[src/sv/rpd_pkg.sv]
package rpd_pkg;

   localparam int MAX_PAYLOAD_DEFAULT = 1024;

   localparam int BYTE_W = 8;
   localparam int KIND_W = 3;
   localparam int LEN_W  = 11;

   localparam logic [BYTE_W-1:0] CHAR_DOLLAR = 8'h24;
   localparam logic [BYTE_W-1:0] CHAR_HASH   = 8'h23;
   localparam logic [BYTE_W-1:0] CHAR_ESCAPE = 8'h7D;
   localparam logic [BYTE_W-1:0] ESCAPE_MASK = 8'h20;

   typedef enum logic [1:0] {
      PHASE_IDLE     = 2'd0,
      PHASE_PAYLOAD  = 2'd1,
      PHASE_CHECKSUM = 2'd2
   } phase_type;

   typedef enum logic [KIND_W-1:0] {
      KIND_DATA     = 3'd0,
      KIND_GOOD     = 3'd1,
      KIND_MISMATCH = 3'd2,
      KIND_OVERFLOW = 3'd3,
      KIND_BADDIGIT = 3'd4
   } kind_type;

   typedef struct packed {
      logic       valid;
      logic [3:0] value;
   } hex_digit_type;

   // Accept 0-9, A-F and a-f.
   function automatic hex_digit_type hex_decode(input logic [BYTE_W-1:0] c);
      hex_digit_type d;
      d.valid = 1'b1;
      d.value = c[3:0];
      if (c >= 8'h30 && c <= 8'h39) begin
         d.value = c[3:0];
      end else if ((c >= 8'h41 && c <= 8'h46) || (c >= 8'h61 && c <= 8'h66)) begin
         d.value = c[3:0] + 4'd9;
      end else begin
         d.valid = 1'b0;
         d.value = 4'd0;
      end
      return d;
   endfunction

endpackage

[src/sv/rsp_packet_deframer.sv]
// Packet deframer for $payload#hh frames, one received character per item.
// Input channel req_: req_rx_byte with req_valid / req_ready. Result channel
// rsp_: rsp_kind, rsp_payload_byte, rsp_frame_length with rsp_valid /
// rsp_ready. Each payload byte comes out unescaped as kind data; after the
// two checksum digits comes one end item (good or mismatch). A bad checksum
// digit or a payload longer than MAX_PAYLOAD ends the frame with its own
// kind. Characters outside a frame, the '$', the '#', escape marks and the
// first checksum digit give no result.
// Latency: a result is valid the cycle after its character is accepted.
// Throughput: one character every cycle unless the result stalls; the frame
// state and running sum are updated when the character is accepted and the
// result lands in one output register.
// Stall: while the result register is full and rsp_ready is low, req_ready
// is low and all state holds; with rsp_ready high a new character is taken
// in the same cycle the old result leaves.
// Reset: synchronous, active high; clears the result valid flag and returns
// the deframer to idle, waiting for '$'.
module rsp_packet_deframer
   import rpd_pkg::*;
#(
   parameter int MAX_PAYLOAD = MAX_PAYLOAD_DEFAULT
) (
   input  logic              clock,
   input  logic              reset,
   input  logic              req_valid,
   output logic              req_ready,
   input  logic [BYTE_W-1:0] req_rx_byte,
   output logic              rsp_valid,
   input  logic              rsp_ready,
   output logic [KIND_W-1:0] rsp_kind,
   output logic [BYTE_W-1:0] rsp_payload_byte,
   output logic [LEN_W-1:0]  rsp_frame_length
);

   localparam int CNT_W = $clog2(MAX_PAYLOAD + 1);
   localparam logic [CNT_W-1:0] CNT_MAX = CNT_W'(MAX_PAYLOAD);

   phase_type          phase_ff, phase_in;
   logic               escape_ff, escape_in;
   logic [BYTE_W-1:0]  sum_ff, sum_in;
   logic [CNT_W-1:0]   count_ff, count_in;
   logic [BYTE_W-1:0]  recv_ff, recv_in;
   logic               digit_ff, digit_in;

   logic               rsp_valid_ff, rsp_valid_in;
   kind_type           kind_ff, kind_in;
   logic [BYTE_W-1:0]  byte_ff, byte_in;
   logic [LEN_W-1:0]   len_ff, len_in;

   logic               accept;
   logic               emit;
   kind_type           emit_kind;
   logic [BYTE_W-1:0]  emit_byte;
   logic [CNT_W-1:0]   emit_count;
   logic [CNT_W+LEN_W-1:0] count_ext;
   hex_digit_type      digit;
   logic [BYTE_W-1:0]  recv_full;

   assign req_ready = !rsp_valid_ff || rsp_ready;
   assign accept    = req_valid && req_ready;
   assign digit     = hex_decode(req_rx_byte);
   assign recv_full = {recv_ff[BYTE_W-1:4], digit.value};

   always_comb begin
      phase_in   = phase_ff;
      escape_in  = escape_ff;
      sum_in     = sum_ff;
      count_in   = count_ff;
      recv_in    = recv_ff;
      digit_in   = digit_ff;
      emit       = 1'b0;
      emit_kind  = KIND_DATA;
      emit_byte  = '0;
      emit_count = count_ff;
      case (phase_ff)
         PHASE_PAYLOAD: begin
            if (req_rx_byte == CHAR_HASH) begin
               phase_in = PHASE_CHECKSUM;
            end else begin
               sum_in = sum_ff + req_rx_byte;
               if (req_rx_byte == CHAR_ESCAPE && !escape_ff) begin
                  escape_in = 1'b1;
               end else if (count_ff >= CNT_MAX) begin
                  phase_in  = PHASE_IDLE;
                  emit      = 1'b1;
                  emit_kind = KIND_OVERFLOW;
               end else begin
                  escape_in  = 1'b0;
                  count_in   = count_ff + 1'b1;
                  emit       = 1'b1;
                  emit_kind  = KIND_DATA;
                  emit_byte  = escape_ff ? (req_rx_byte ^ ESCAPE_MASK) : req_rx_byte;
                  emit_count = count_ff + 1'b1;
               end
            end
         end
         PHASE_CHECKSUM: begin
            if (!digit.valid) begin
               phase_in  = PHASE_IDLE;
               emit      = 1'b1;
               emit_kind = KIND_BADDIGIT;
            end else if (!digit_ff) begin
               recv_in  = {digit.value, 4'd0};
               digit_in = 1'b1;
            end else begin
               recv_in   = recv_full;
               digit_in  = 1'b0;
               phase_in  = PHASE_IDLE;
               emit      = 1'b1;
               emit_kind = (recv_full == sum_ff) ? KIND_GOOD : KIND_MISMATCH;
            end
         end
         default: begin
            phase_in = PHASE_IDLE;
            if (req_rx_byte == CHAR_DOLLAR) begin
               phase_in  = PHASE_PAYLOAD;
               escape_in = 1'b0;
               sum_in    = '0;
               count_in  = '0;
               recv_in   = '0;
               digit_in  = 1'b0;
            end
         end
      endcase
   end

   // Frame length is the low bits of the count, zero-extended if narrower.
   assign count_ext = {{LEN_W{1'b0}}, emit_count};

   always_comb begin
      rsp_valid_in = rsp_valid_ff && !rsp_ready;
      kind_in      = kind_ff;
      byte_in      = byte_ff;
      len_in       = len_ff;
      if (accept) begin
         rsp_valid_in = emit;
         if (emit) begin
            kind_in = emit_kind;
            byte_in = emit_byte;
            len_in  = count_ext[LEN_W-1:0];
         end
      end
   end

   always_ff @(posedge clock) begin
      if (reset) begin
         phase_ff     <= PHASE_IDLE;
         escape_ff    <= 1'b0;
         sum_ff       <= '0;
         count_ff     <= '0;
         recv_ff      <= '0;
         digit_ff     <= 1'b0;
         rsp_valid_ff <= 1'b0;
      end else begin
         rsp_valid_ff <= rsp_valid_in;
         if (accept) begin
            phase_ff  <= phase_in;
            escape_ff <= escape_in;
            sum_ff    <= sum_in;
            count_ff  <= count_in;
            recv_ff   <= recv_in;
            digit_ff  <= digit_in;
         end
      end
   end

   always_ff @(posedge clock) begin
      kind_ff <= kind_in;
      byte_ff <= byte_in;
      len_ff  <= len_in;
   end

   assign rsp_valid        = rsp_valid_ff;
   assign rsp_kind         = kind_ff;
   assign rsp_payload_byte = byte_ff;
   assign rsp_frame_length = len_ff;

   a_byte_zero_unless_data: assert property (@(posedge clock) disable iff (reset)
      rsp_valid_ff && kind_ff != KIND_DATA |-> byte_ff == '0)
      else $error("payload byte not zero on a frame end item");

   a_end_returns_idle: assert property (@(posedge clock) disable iff (reset)
      rsp_valid_ff && kind_ff != KIND_DATA |-> phase_ff == PHASE_IDLE)
      else $error("frame end item while deframer is not idle");

   a_data_from_payload: assert property (@(posedge clock) disable iff (reset)
      accept && emit && emit_kind == KIND_DATA |=> phase_ff == PHASE_PAYLOAD)
      else $error("payload item left the payload phase");

   a_hold_when_stalled: assert property (@(posedge clock) disable iff (reset)
      rsp_valid_ff && !rsp_ready |=> rsp_valid_ff && $stable(count_ff)
         && $stable(phase_ff))
      else $error("state moved while result stalled");

endmodule
[config.mk]
export PLATFORM = sky130hd
export DESIGN_NAME = rsp_packet_deframer
export DESIGN_NICKNAME = d
export VERILOG_FILES = /design/src/sv/rpd_pkg.sv /design/src/sv/rsp_packet_deframer.sv
export SDC_FILE = /design/constraint.sdc
export NUM_CORES = 1
export LEC_CHECK = 0
export ABC_CLOCK_PERIOD_IN_PS = 3950
export BUFFER_PORTS_ARGS = -buffer_cell sky130_fd_sc_hd__buf_2
export CAP_MARGIN = 10
export CELL_PAD_IN_SITES_DETAIL_PLACEMENT = 0
export CELL_PAD_IN_SITES_GLOBAL_PLACEMENT = 2
export CORE_UTILIZATION = 36
export CTS_CLUSTER_DIAMETER = 200
export DETAILED_ROUTE_END_ITERATION = 16
export GPL_TIMING_DRIVEN = 0
export PLACE_DENSITY_LB_ADDON = 0.1
export SLEW_MARGIN = 40
export SYNTH_ARGS = -nofsm -noshare
export SYNTH_HDL_FRONTEND = slang
export SYNTH_SLANG_ARGS = --single-unit
[constraint.sdc]
create_clock -name clock -period 3.95 [get_ports clock]
set_clock_uncertainty 0.1 [all_clocks]
set_input_delay 0 -clock clock [delete_from_list [all_inputs] [get_ports clock]]
set_output_delay 0 -clock clock [all_outputs]
set_load 0.005 [all_outputs]
# --- Yosys cells after proc, flatten, opt, wreduce, memory -nomap -nowiden ---
# Cells that the tools add are included.
op_classes:
  reduce_logical: 21
  bitwise: 3
  mux: 45
  eq_ne: 13
  n_lt_le_gt_ge: 7
  addsub: 3
op_table:
  columns: ["operator", "count"]
  rows:
  - ["11-bit 2-to-1 mux", 5]
  - ["8-bit 2-to-1 mux", 4]
  - ["8-bit one-hot mux with 2 select lines", 2]
  - ["11-bit one-hot mux with 2 select lines", 1]
  - ["2-bit 2-to-1 mux", 10]
  - ["8-bit by 6-bit == test with 1-bit output, second input constant", 2]
  - ["8-bit by 7-bit greater-or-equal comparator with 1-bit output, second input constant", 2]
  - ["8-bit by 7-bit <= comparator with 1-bit output, second input constant", 2]
  - ["1-bit 2-to-1 mux", 14]
  - ["3-bit != test, second input constant", 4]
  - ["4-bit AND reduction", 3]
  - ["11-bit by 1-bit adder with 11-bit output, second input constant", 1]
  - ["11-bit greater-or-equal comparator, second input constant", 1]
  - ["5-bit AND reduction", 2]
  - ["8-bit adder", 1]
  - ["8-bit by 7-bit == test with 1-bit output, second input constant", 1]
  - ["8-bit == test", 1]
  - ["8-bit by 6-bit greater-or-equal comparator with 1-bit output, second input constant", 1]
  - ["8-bit by 6-bit <= comparator with 1-bit output, second input constant", 1]
  - ["4-bit 2-to-1 mux", 2]
  - ["1-bit logical AND", 6]
  - ["6-bit 2-to-1 mux", 1]
  - ["2-bit != test, second input constant", 3]
  - ["1-bit one-hot mux with 2 select lines", 3]
  - ["other kinds (13)", 19]
totals:
  elab_cells: 102
  register_bits: 50
  in_bits: 12
  out_inout_bits: 24

# --- Longest topological paths before layout ---
# Gate-level depths: netlist of run 1.
depth:
  word_depth: 10
  mapped_depth: 9

# --- Worst setup path after synthesis of run 1 ---
# Ideal clock, no wire load.
synth_timing:
  path_kind: "input port to flip-flop"
  from: "input req_rx_byte[0]"
  to: "register len_ff[0] (netlist: rsp_frame_length[0]) (enable)"
  path_slack_ns: 0.681
  stages: 7
  setup_time_ns: 0.431
  n_path_buf: 0
  t_arrival_ns: 2.738
  cell_sequence: "inv_1 ha_1 nor3b_1 a311oi_4 o21ai_0 a2bb2oi_1 nor3_1"
synth_between:
  elab_chain_cells: 8
synth_lines:
  columns: ["item", "line", "rtl"]
  rows:
  - ["start, declared", "rsp_packet_deframer.sv:27", "input logic [BYTE_W-1:0] req_rx_byte,"]
  - ["8-bit by 7-bit greater-or-equal comparator with 1-bit output / 8-bit by 7-bit <= comparator with 1-bit output (equally long branches)", "rpd_pkg.sv:40", "end else if ((c >= 8'h41 && c <= 8'h46) || (c >= 8'h61 && c <= 8'h66)) begin"]
  - ["1-bit logical AND", "rpd_pkg.sv:40", null]
  - ["1-bit logical OR", "rpd_pkg.sv:40", null]
  - ["1-bit 2-to-1 mux", "rpd_pkg.sv:40", null]
  - ["1-bit 2-to-1 mux", "rpd_pkg.sv:38", "if (c >= 8'h30 && c <= 8'h39) begin"]
  - ["1-bit 2-to-1 mux", "rsp_packet_deframer.sv:98", "if (!digit.valid) begin"]
  - ["1-bit one-hot mux with 2 select lines *", "rsp_packet_deframer.sv:75", "case (phase_ff)"]
  - ["2-bit AND reduction (no source line) *", null, null]
  - ["end signal, assigned", "rsp_packet_deframer.sv:170", "len_ff <= len_in;"]
  - ["end, declared", "rsp_packet_deframer.sv:48", "logic [LEN_W-1:0] len_ff, len_in;"]
# Every way passes the cells marked *; elsewhere a longest branch is shown, timed or not.
# A chain may end at the register's enable or synchronous reset.

# --- Worst setup path after layout of run 1 ---
layout_timing:
  from: "input req_rx_byte[0]"
  to: "register byte_ff[1] (netlist: rsp_payload_byte[1]) (enable)"
layout_between:
  elab_chain_cells: 8
layout_lines:
  columns: ["item", "line", "rtl"]
  rows:
  - ["8-bit by 7-bit greater-or-equal comparator with 1-bit output / 8-bit by 7-bit <= comparator with 1-bit output (equally long branches)", "rpd_pkg.sv:40", null]
  - ["1-bit logical AND", "rpd_pkg.sv:40", null]
  - ["1-bit logical OR", "rpd_pkg.sv:40", null]
  - ["1-bit 2-to-1 mux", "rpd_pkg.sv:40", null]
  - ["1-bit 2-to-1 mux", "rpd_pkg.sv:38", null]
  - ["1-bit 2-to-1 mux", "rsp_packet_deframer.sv:98", null]
  - ["1-bit one-hot mux with 2 select lines *", "rsp_packet_deframer.sv:75", null]
  - ["2-bit AND reduction (no source line) *", null, null]
  - ["end signal, assigned", "rsp_packet_deframer.sv:169", "byte_ff <= byte_in;"]
  - ["end, declared", "rsp_packet_deframer.sv:47", "logic [BYTE_W-1:0] byte_ff, byte_in;"]
# Marks and branches as above.

==> summary.md, run 1 <==
| Metric | Value |
|---|---|
| Drt via density | 5.282 |
| Worst path max stage delay | 0.42 ns |
| Normalized max-slew margin | 0.5076 |
| Final hold violations | 0 |
| WL per Instance | 16.35 µm |
| DR pass1 iterations | 4 |
| Layout cells sized above 1 | 0.1757 |
| Area leader, netlist | edfxtp_1 |
| Cells after synthesis | 322 |
| Internal power | 722.5 µW |
| Status | completed |
| Clock-pin slew on the worst setup and hold paths | 0.09 ns |
| CTS Buf Count | 5 |
| Area fraction of the dominant cell type after synthesis | 0.2204 |
| Slew @ Worst Pin | 0.7386 ns |
| Row count | 32 |
| Gr usage total | 0.1880 |
| DR iter-0 viols | 145 |
| Main flop type after synthesis | dfxtp_1 |
| CTS-repair resized insts | 0 |
| CP most frequent cell | buf_2 |
| Largest net degree at the start of global routing | 17 |
| Fmax | 358.2 MHz |
| Worst-skew pair later-pin latency | 0.31 ns |
| Nets@finish | 396 |
| First-pass GRT wire length | 12.63 mm |
| DRC | 0 |
| Post-synthesis sequential area ratio | 0.4073 |
| Hold path start | req_rx_byte[6] |
| Synthesized area per cell | 9.310 µm² |
| Leakage | 1.322 nW |
| Initial antenna violation count | 0 |
| Yosys reg bits | 50 |
| Sequential share of power | 0.562 |
| Post-route ant nets | 0 |
| P_sw | 227.9 µW |
| Routed WL | 7.717 mm |
| Maximum root-to-sink buffer count | 2 |
| Critical path startpoint category | input port |
| Routability cong. | 0.8197 |
| CP endpoint kind | flop |
| Synth-to-layout area growth | 15.36% |
| I/O Pins | 36 |
| Period utilisation layout | 0.7067 |
| Crit path time final | 2.791 ns |
| Placed Cells | 462 |
| Critical Path AT | 2.70 ns |
| Cells along the critical path | buf_2, inv_1, ha_1, nor3b_1, a311oi_4, o21ai_0, a2bb2oi_1, nor3_2, buf_2, buf_2, buf_2, buf_2 |
| Ys Warns | 0 |
| Synth cell types | 59 |
| Max Slew Vio Count | 0 |
| Final setup fails | 0 |
| CP max stage cell | nor3b_1 |
| Setup TNS | 0 ns |
| Crit path required time | 3.86 ns |
| Number of global-route vias before repair | 2,380 |
| Delay-heaviest family, CP | buffers and inverters |
| Chip height | 93.26 µm |
| Setup ws final | 1.159 ns |
| RSZ-0062 raised after global routing | false |
| Clock power share | 0.366 |
| # port buffers | 34 |
| Post-synth EDFFs | 22 |
| Worst-case reg-to-reg path depth | 10 |
| Crit Path Max Fanout | 8 |
| Worst Hold Depth | 2 |
| Post-CTS Repair Setup Buffers | 0 |
| Finished Layout Cells | 472 |
| Worst slack, placed | 0.8447 ns |
| Clock tree from TritonCTS | done |
| Core ar. | 7888 µm² |
| Max cap viols | 0 |
| Hold Crit Endpoint | rsp_payload_byte[6] |
| Gr ovfl total | 0 |
| H-tree levels | 2 |
| Initial core utilization | 0.3801 |
| Via count | 2,493 |
| Top cells by area, synth | edfxtp_1 22%, dfxtp_1 19%, ha_1 5.8% |
| Clock tree sinks | 50 |
| Mapped Area | 2998 µm² |
| Logic pwr share | 0.072 |
| R2r setup slk | 1.22 ns |
| Post-DP HPWL | 5.694 mm |
| Peak supply drop | 0.1527 mV |
| Hold Crit Class | in2reg |
| Syn nets | 349 |
| Hold_buf cts | 2 |
| CTS root buf | clkbuf_8 |
| R2r endpoint | rsp_payload_byte[1] |
| # fillers | 803 |
| Reg2Reg Launch Point | phase_ff[1] |
| Area of the multi-input gates | 1683 µm² |
| Async S/R FF share, synth | 0 |
| Register area | 1221 µm² |
| Sw frac | 0.2398 |
| Chip width | 93.26 µm |
| Power Density | 274.8 nW/µm² |
| Fin Hold WS | 0.03375 ns |
| CP Class | in2reg |
| # diodes | 0 |
| Total Power | 950.5 µW |
| Die Area | 8697 µm² |
| WP buf/inv | 6 |
registers in the layout, indices dropped and copies added, names as in the netlist, 2 cells and up:
| name | count |
|---|---|
| sum_ff | 8 |
| count_ff | 11 |
| rsp_frame_length | 11 |
| recv_ff | 4 |
| rsp_kind | 3 |
| rsp_payload_byte | 8 |
| phase_ff | 2 |
how the worst max path moves through the flow:
stage	end	from	cells after the start
floorplan	rsp_frame_length[0]	req_rx_byte[0]	7
global placement	rsp_payload_byte[4]	req_rx_byte[0]	8
detailed placement	rsp_payload_byte[4]	req_rx_byte[0]	12
CTS	rsp_payload_byte[2]	req_rx_byte[0]	12
global route	rsp_payload_byte[5]	req_rx_byte[0]	12
finish	rsp_payload_byte[1]	req_rx_byte[0]	12
final cells by class:
type	instances	area share
multi-input combinational	246	0.4866
sequential	50	0.3531
timing repair buffer	40	0.06078
tap	102	0.03690
clock buffer	6	0.02713
buffer	12	0.01592
inverter	14	0.01520
clock inverter	2	0.004342
power groups by stage:
stage	clock network [mW]	logic [mW]	registers, mW
floorplan	0	0.0417	0.546
global placement	0	0.0657	0.547
detailed placement	0	0.0661	0.547
CTS	0.357	0.0680	0.535
global route	0.376	0.0748	0.535
finish	0.348	0.0684	0.535
metrics by stage:
stage | utilization | cell area, µm²
floorplan | - | 2998
global placement | 0.4178 | 3296
detailed placement | 0.4210 | 3321
CTS | 0.4373 | 3450
global route | 0.4385 | 3458
finish | 0.4385 | 3458
cells by family after synthesis:
family                     count (synthesis)  synth area share
adders and majority gates                 15           0.06511
xor gates and xnor gates                  23           0.06720
buffers and inverters                     26           0.03589
AOI/OAI and AO/OA                         80            0.1849
DFF                                       50            0.4073
muxes                                      2          0.007095
and+or+nand+nor                          126            0.2325
cells in the mapped netlist, types with 3 or more instances:
cell / count
nor3_1: 12
nor3b_1: 4
xor2_1: 9
and3_1: 9
nor2_1: 26
a31oi_1: 3
o2bb2ai_1: 5
clkbuf_1: 8
nor3_2: 3
nand3_1: 11
o21bai_1: 4
a22oi_1: 9
nand2b_1: 12
ha_1: 14
or3_1: 4
nand4_1: 3
nor2b_1: 3
o21ai_0: 21
a21oi_1: 18
edfxtp_1: 22
xnor2_1: 14
nand2_1: 23
dfxtp_1: 28
inv_1: 14
routing by layer:
metal	part of all wire	GRT usage
met1	0.53	0.2914
met2	0.42	0.2708
met3	0.034	0.02520
met4	0.012	0.04744
met5	0	0
placed cells by master (no fill, tap or decap), types with 3 or more instances in the layout:
master and count:
a21oi_1 18, a22oi_1 9, a31oi_1 3, and3_1 9, buf_2 40, clkbuf_1 8
clkbuf_8 5, dfxtp_1 28, edfxtp_1 22, ha_1 14, inv_1 14, nand2_1 23
nand2b_1 12, nand3_1 11, nand4_1 3, nor2_1 26, nor2b_1 3, nor3_1 11
nor3_2 4, nor3b_1 4, o21ai_0 21, o21bai_1 4, o2bb2ai_1 5, or3_1 4
xnor2_1 14, xor2_1 9
Note: power is estimated with default switching activity, not from simulation.
==> inputs of run 2 (changes only) <==
Settings changed: ABC_CLOCK_PERIOD_IN_PS 3950 to 2600.
Clock period 3.95 ns to 2.6 ns, I/O delays scaled along.
==> summary.md, run 2 (same netlist as run 1, synthesis figures left out) <==
| Metric | Value |
|---|---|
| Final setup fails | 0 |
| Fmax | 412.0 MHz |
| Clock-pin slew on the worst setup and hold paths | 0.10 ns |
| Gr usage total | 0.1847 |
| Max Slew Vio Count | 0 |
| Synth-to-layout area growth | 15.73% |
| Worst-skew pair later-pin latency | 0.31 ns |
| Finished Layout Cells | 470 |
| Drt via density | 5.281 |
| Max cap viols | 0 |
| Hold Crit Endpoint | rsp_payload_byte[6] |
| Post-DP HPWL | 5.603 mm |
| Critical path startpoint category | flop |
| Placed Cells | 460 |
| RSZ-0062 raised after global routing | false |
| Worst-case reg-to-reg path depth | 8 |
| DR iter-0 viols | 129 |
| Gr ovfl total | 0 |
| Hold path start | req_rx_byte[6] |
| I/O Pins | 36 |
| CTS root buf | clkbuf_8 |
| Routability cong. | 0.8120 |
| WL per Instance | 16.16 µm |
| Initial core utilization | 0.3801 |
| CP endpoint kind | flop |
| Peak supply drop | 0.2251 mV |
| Core ar. | 7888 µm² |
| Core Util, Final | 0.4399 |
| CP Class | reg2reg |
| Normalized max-slew margin | 0.5106 |
| CTS Buf Count | 5 |
| Crit path time final | 2.427 ns |
| Routed WL | 7.597 mm |
| Critical Path AT | 2.34 ns |
| Final hold violations | 0 |
| Initial antenna violation count | 0 |
| Hold Crit Class | in2reg |
| Chip height | 93.26 µm |
| Most frequent cells in the layout | 36 x buf_2, 28 x dfxtp_1, 26 x nor2_1, 23 x nand2_1, 22 x edfxtp_1 |
| R2r endpoint | rsp_payload_byte[6] |
| Most common cell after layout, fill and taps aside | buf_2 |
| Nets@finish | 394 |
| Largest net degree at the start of global routing | 17 |
| Clock tree from TritonCTS | done |
| Via count | 2,482 |
| Crit Path Max Fanout | 13 |
| Row count | 32 |
| DR pass1 iterations | 4 |
| Die Area | 8697 µm² |
| Post-route ant nets | 0 |
| Worst Hold Depth | 2 |
| Post-CTS Repair Setup Buffers | 0 |
| Maximum root-to-sink buffer count | 2 |
| First-pass GRT wire length | 12.30 mm |
| Number of global-route vias before repair | 2,346 |
| Period utilisation layout | 0.9336 |
| Crit path required time | 2.51 ns |
| # fillers | 779 |
| DRC | 0 |
| Slew @ Worst Pin | 0.7342 ns |
| Chip width | 93.26 µm |
| # diodes | 0 |
| R2r setup slk | 0.17 ns |
| Power Density | 415.3 nW/µm² |
| Clock tree sinks | 50 |
| Leakage | 1.327 nW |
| Status | completed |
| Total Power | 1.441 mW |
| H-tree levels | 2 |
| Reg2Reg Launch Point | phase_ff[1] |
| # port buffers | 34 |
| Layout cells sized above 1 | 0.1766 |
-- run 2: cell types whose count changed in the layout (fill, tap and decap cells not counted), sizes merged --
cell and change:
buf -2
-- run 2: stage by stage --
step	worst slack (ns)	hold WS (ns)	TNS, ns	cell area [µm²]
after floorplan	0.01834	0.02301	0	3003
after global placement	-0.9187	0.2162	-20.97	3301
after detailed placement	-0.1821	0.2186	-2.367	3326
after CTS	0.09119	0.02659	0	3455
after global routing	0.01578	0.02162	0	3470
final	0.1727	0.03137	0	3470
-- run 2: final cells by class --
| cell class | count | area, µm² | area share |
|---|---|---|---|
| clock inverter | 2 | 15.01 | 0.004327 |
| multi-input combinational | 246 | 1694 | 0.4883 |
| timing repair buffer | 38 | 209.0 | 0.06022 |
| clock buffer | 6 | 93.84 | 0.02705 |
| buffer | 12 | 56.30 | 0.01623 |
| tap | 102 | 127.6 | 0.03678 |
| inverter | 14 | 52.55 | 0.01515 |
| sequential | 50 | 1221 | 0.3520 |
-- run 2: report_power, final --
part / switching [mW] / total, mW / internal (mW)
logic: 0.0664 / 0.104 / 0.0378
registers: 0.0000816 / 0.812 / 0.812
clock network: 0.277 / 0.525 / 0.248
-- run 2: how the worst max path moves through the flow --
stage,slack [ns],cells past startpoint,from,end
after floorplan,0.02,7,req_rx_byte[0],rsp_frame_length[0]
after global placement,-0.92,8,req_rx_byte[0],rsp_payload_byte[4]
after detailed placement,-0.18,10,req_rx_byte[0],rsp_payload_byte[4]
after CTS,0.09,7,phase_ff[1],rsp_frame_length[8]
after global routing,0.02,8,phase_ff[1],escape_ff
final,0.17,8,phase_ff[1],rsp_payload_byte[6]
-- run 2: worst max-delay path, stage by stage, from the launching register on --
cell       delay (ns)
dfxtp_1          0.34
inv_1            0.06
ha_1             0.13
clkbuf_1         0.32
nand2b_1         0.21
a2bb2oi_1        0.20
nor3_4           0.38
buf_6            0.20
buf_4            0.21
-- run 2: per-layer routing --
| metal | routed length [µm] | vias to the layer above | track usage |
|---|---|---|---|
| li1 | - | 1272 | - |
| met1 | 3991 | 1142 | 0.2774 |
| met2 | 3316 | 64 | 0.2813 |
| met3 | 259 | 4 | 0.02683 |
| met4 | 30 | 0 | 0.03462 |
| met5 | 0 | - | 0 |
-- run 2: what timing repair did --
action / CTS / global route
endpoints found under the hold margin: 2 / 0
resized for setup: 0 / 3
hold buffers: 2 / 0
endpoints found under the setup margin: 0 / 11
==> inputs of run 3 (changes only) <==
Settings changed: PLACE_DENSITY_LB_ADDON 0.1 to 0.25, SETUP_SLACK_MARGIN from default to 0.3.
==> summary.md, run 3 (same netlist as run 1, synthesis figures left out) <==
| Metric | Value |
|---|---|
| Status | completed |
| Crit path time final | 2.171 ns |
| Layout cells sized above 1 | 0.2075 |
| H-tree levels | 2 |
| Via count | 2,492 |
| Crit path required time | 2.70 ns |
| Peak supply drop | 0.2207 mV |
| Core Util, Final | 0.4427 |
| Fmax | 460.7 MHz |
| DR pass1 iterations | 4 |
| CP endpoint kind | flop |
| Gr ovfl total | 0 |
| Fin Hold WS | 0.04528 ns |
| Normalized max-slew margin | 0.5087 |
| Max Slew Vio Count | 0 |
| Nets@finish | 397 |
| Area of the multi-input gates | 1710 µm² |
| CP Class | reg2reg |
| Leakage | 1.347 nW |
| Routed WL | 7.398 mm |
| Critical Path AT | 2.27 ns |
| Worst-skew pair later-pin latency | 0.30 ns |
| First-pass GRT wire length | 12.04 mm |
| Most common cell after layout, fill and taps aside | buf_2 |
| CTS Buf Count | 5 |
| Initial core utilization | 0.3801 |
| Power Density | 395.6 nW/µm² |
| Most frequent cells in the layout | 37 x buf_2, 28 x dfxtp_1, 24 x nor2_1, 23 x nand2_1, 22 x edfxtp_1 |
| Critical path startpoint category | flop |
| Setup ws final | 0.4293 ns |
| Largest net degree at the start of global routing | 17 |
| # fillers | 780 |
| Clock tree sinks | 50 |
| Row count | 32 |
| Number of global-route vias before repair | 2,321 |
| Worst slack, placed | -0.2003 ns |
| Drt via density | 5.268 |
| Clock tree from TritonCTS | done |
| Hold Crit Class | in2reg |
| Gr usage total | 0.1797 |
| Worst Hold Depth | 2 |
| Finished Layout Cells | 473 |
| Post-DP HPWL | 5.509 mm |
| Chip width | 93.26 µm |
| Final hold violations | 0 |
| Chip height | 93.26 µm |
| Post-route ant nets | 0 |
| Reg2Reg Launch Point | sum_ff[0] |
| Core ar. | 7888 µm² |
| # port buffers | 34 |
| Max cap viols | 0 |
| Crit Path Max Fanout | 3 |
| DRC | 0 |
| Initial antenna violation count | 0 |
| RSZ-0062 raised after global routing | false |
| Register area | 1221 µm² |
| # diodes | 0 |
| Placed Cells | 459 |
| Period utilisation layout | 0.8349 |
| DR iter-0 viols | 105 |
| Clock-pin slew on the worst setup and hold paths | 0.09 ns |
| R2r setup slk | 0.43 ns |
| CTS root buf | clkbuf_8 |
| Synth-to-layout area growth | 16.49% |
| Hold path start | req_rx_byte[6] |
| Slew @ Worst Pin | 0.7351 ns |
| WL per Instance | 15.64 µm |
| Routability cong. | 0.7523 |
| Die Area | 8697 µm² |
| Hold Crit Endpoint | rsp_payload_byte[6] |
| Maximum root-to-sink buffer count | 2 |
| Final setup fails | 0 |
| R2r endpoint | sum_ff[6] |
| I/O Pins | 36 |
| Worst-case reg-to-reg path depth | 8 |
[run 3: cell types whose count changed in the layout (fill, tap and decap cells not counted), moves of 2 or more]
cell | previous run | this run
nor2_1 | 26 | 24
a21oi_1 | 18 | 15
nor2_2 | 0 | 2
a21oi_2 | 0 | 3
buf_4 | 1 | 4
[run 3: layout make-up]
type,instances,area share
Multi-Input combinational cell,246,0.4898
Sequential cell,50,0.3497
Timing Repair Buffer,41,0.06628
Tap cell,102,0.03655
Clock buffer,5,0.01971
Buffer,12,0.01684
Inverter,14,0.01505
Clock inverter,3,0.006091
[run 3: how the worst max path moves through the flow]
stage / from / end / slack, ns / cells past startpoint
after global placement: req_rx_byte[0] / rsp_payload_byte[1] / -0.32 / 8
after global routing: phase_ff[0] / sum_ff[6] / 0.30 / 7
after floorplan: req_rx_byte[0] / rsp_frame_length[0] / 0.32 / 7
after CTS: phase_ff[1] / escape_ff / 0.33 / 8
after detailed placement: req_rx_byte[0] / rsp_payload_byte[1] / -0.20 / 9
final: sum_ff[0] / sum_ff[6] / 0.43 / 8
[run 3: per-stage QoR]
step / instance area, µm² / setup TNS (ns) / power [mW]
floorplan: 3009 / 0 / 0.8940
global placement: 3307 / -7.131 / 0.9317
detailed placement: 3318 / -2.887 / 0.9318
CTS: 3455 / 0 / 1.403
global route: 3492 / 0 / 1.437
finish: 3492 / 0 / 1.382
[run 3: metal layers]
layer / wire (µm) / vias to the layer above / global-route usage
met2: 3530 / 44 / 0.2990
met1: 3540 / 1173 / 0.2425
met4: 105 / 0 / 0.04744
met3: 221 / 7 / 0.02683
met5: 0 / - / 0
li1: - / 1268 / -
[run 3: timing repair]
item | 4_1_cts | 5_1_grt
cloned | 0 | 0
endpoints found under the setup margin | 24 | 19
resized for setup | 4 | 8
hold endpoints to repair | 2 | 0
hold buffers | 2 | 0
buffers inserted | 2 | 2
pin swaps | 1 | 1
[run 3: critical path, cell delays in order (launching register included)]
cell and delay (ns):
dfxtp_1 0.35, ha_1 0.22, fa_1 0.41, a21o_1 0.19, a21oi_2 0.18, o21bai_1 0.12, a21oi_2 0.17, nor4_1 0.07
a311o_1 0.28
[run 3: power breakdown]
part           internal, mW  total [mW]  switching (mW)
Clock                 0.190       0.462           0.273
Sequential            0.812       0.812       0.0000811
Combinational        0.0395       0.107          0.0677
Total                  1.04        1.38           0.340
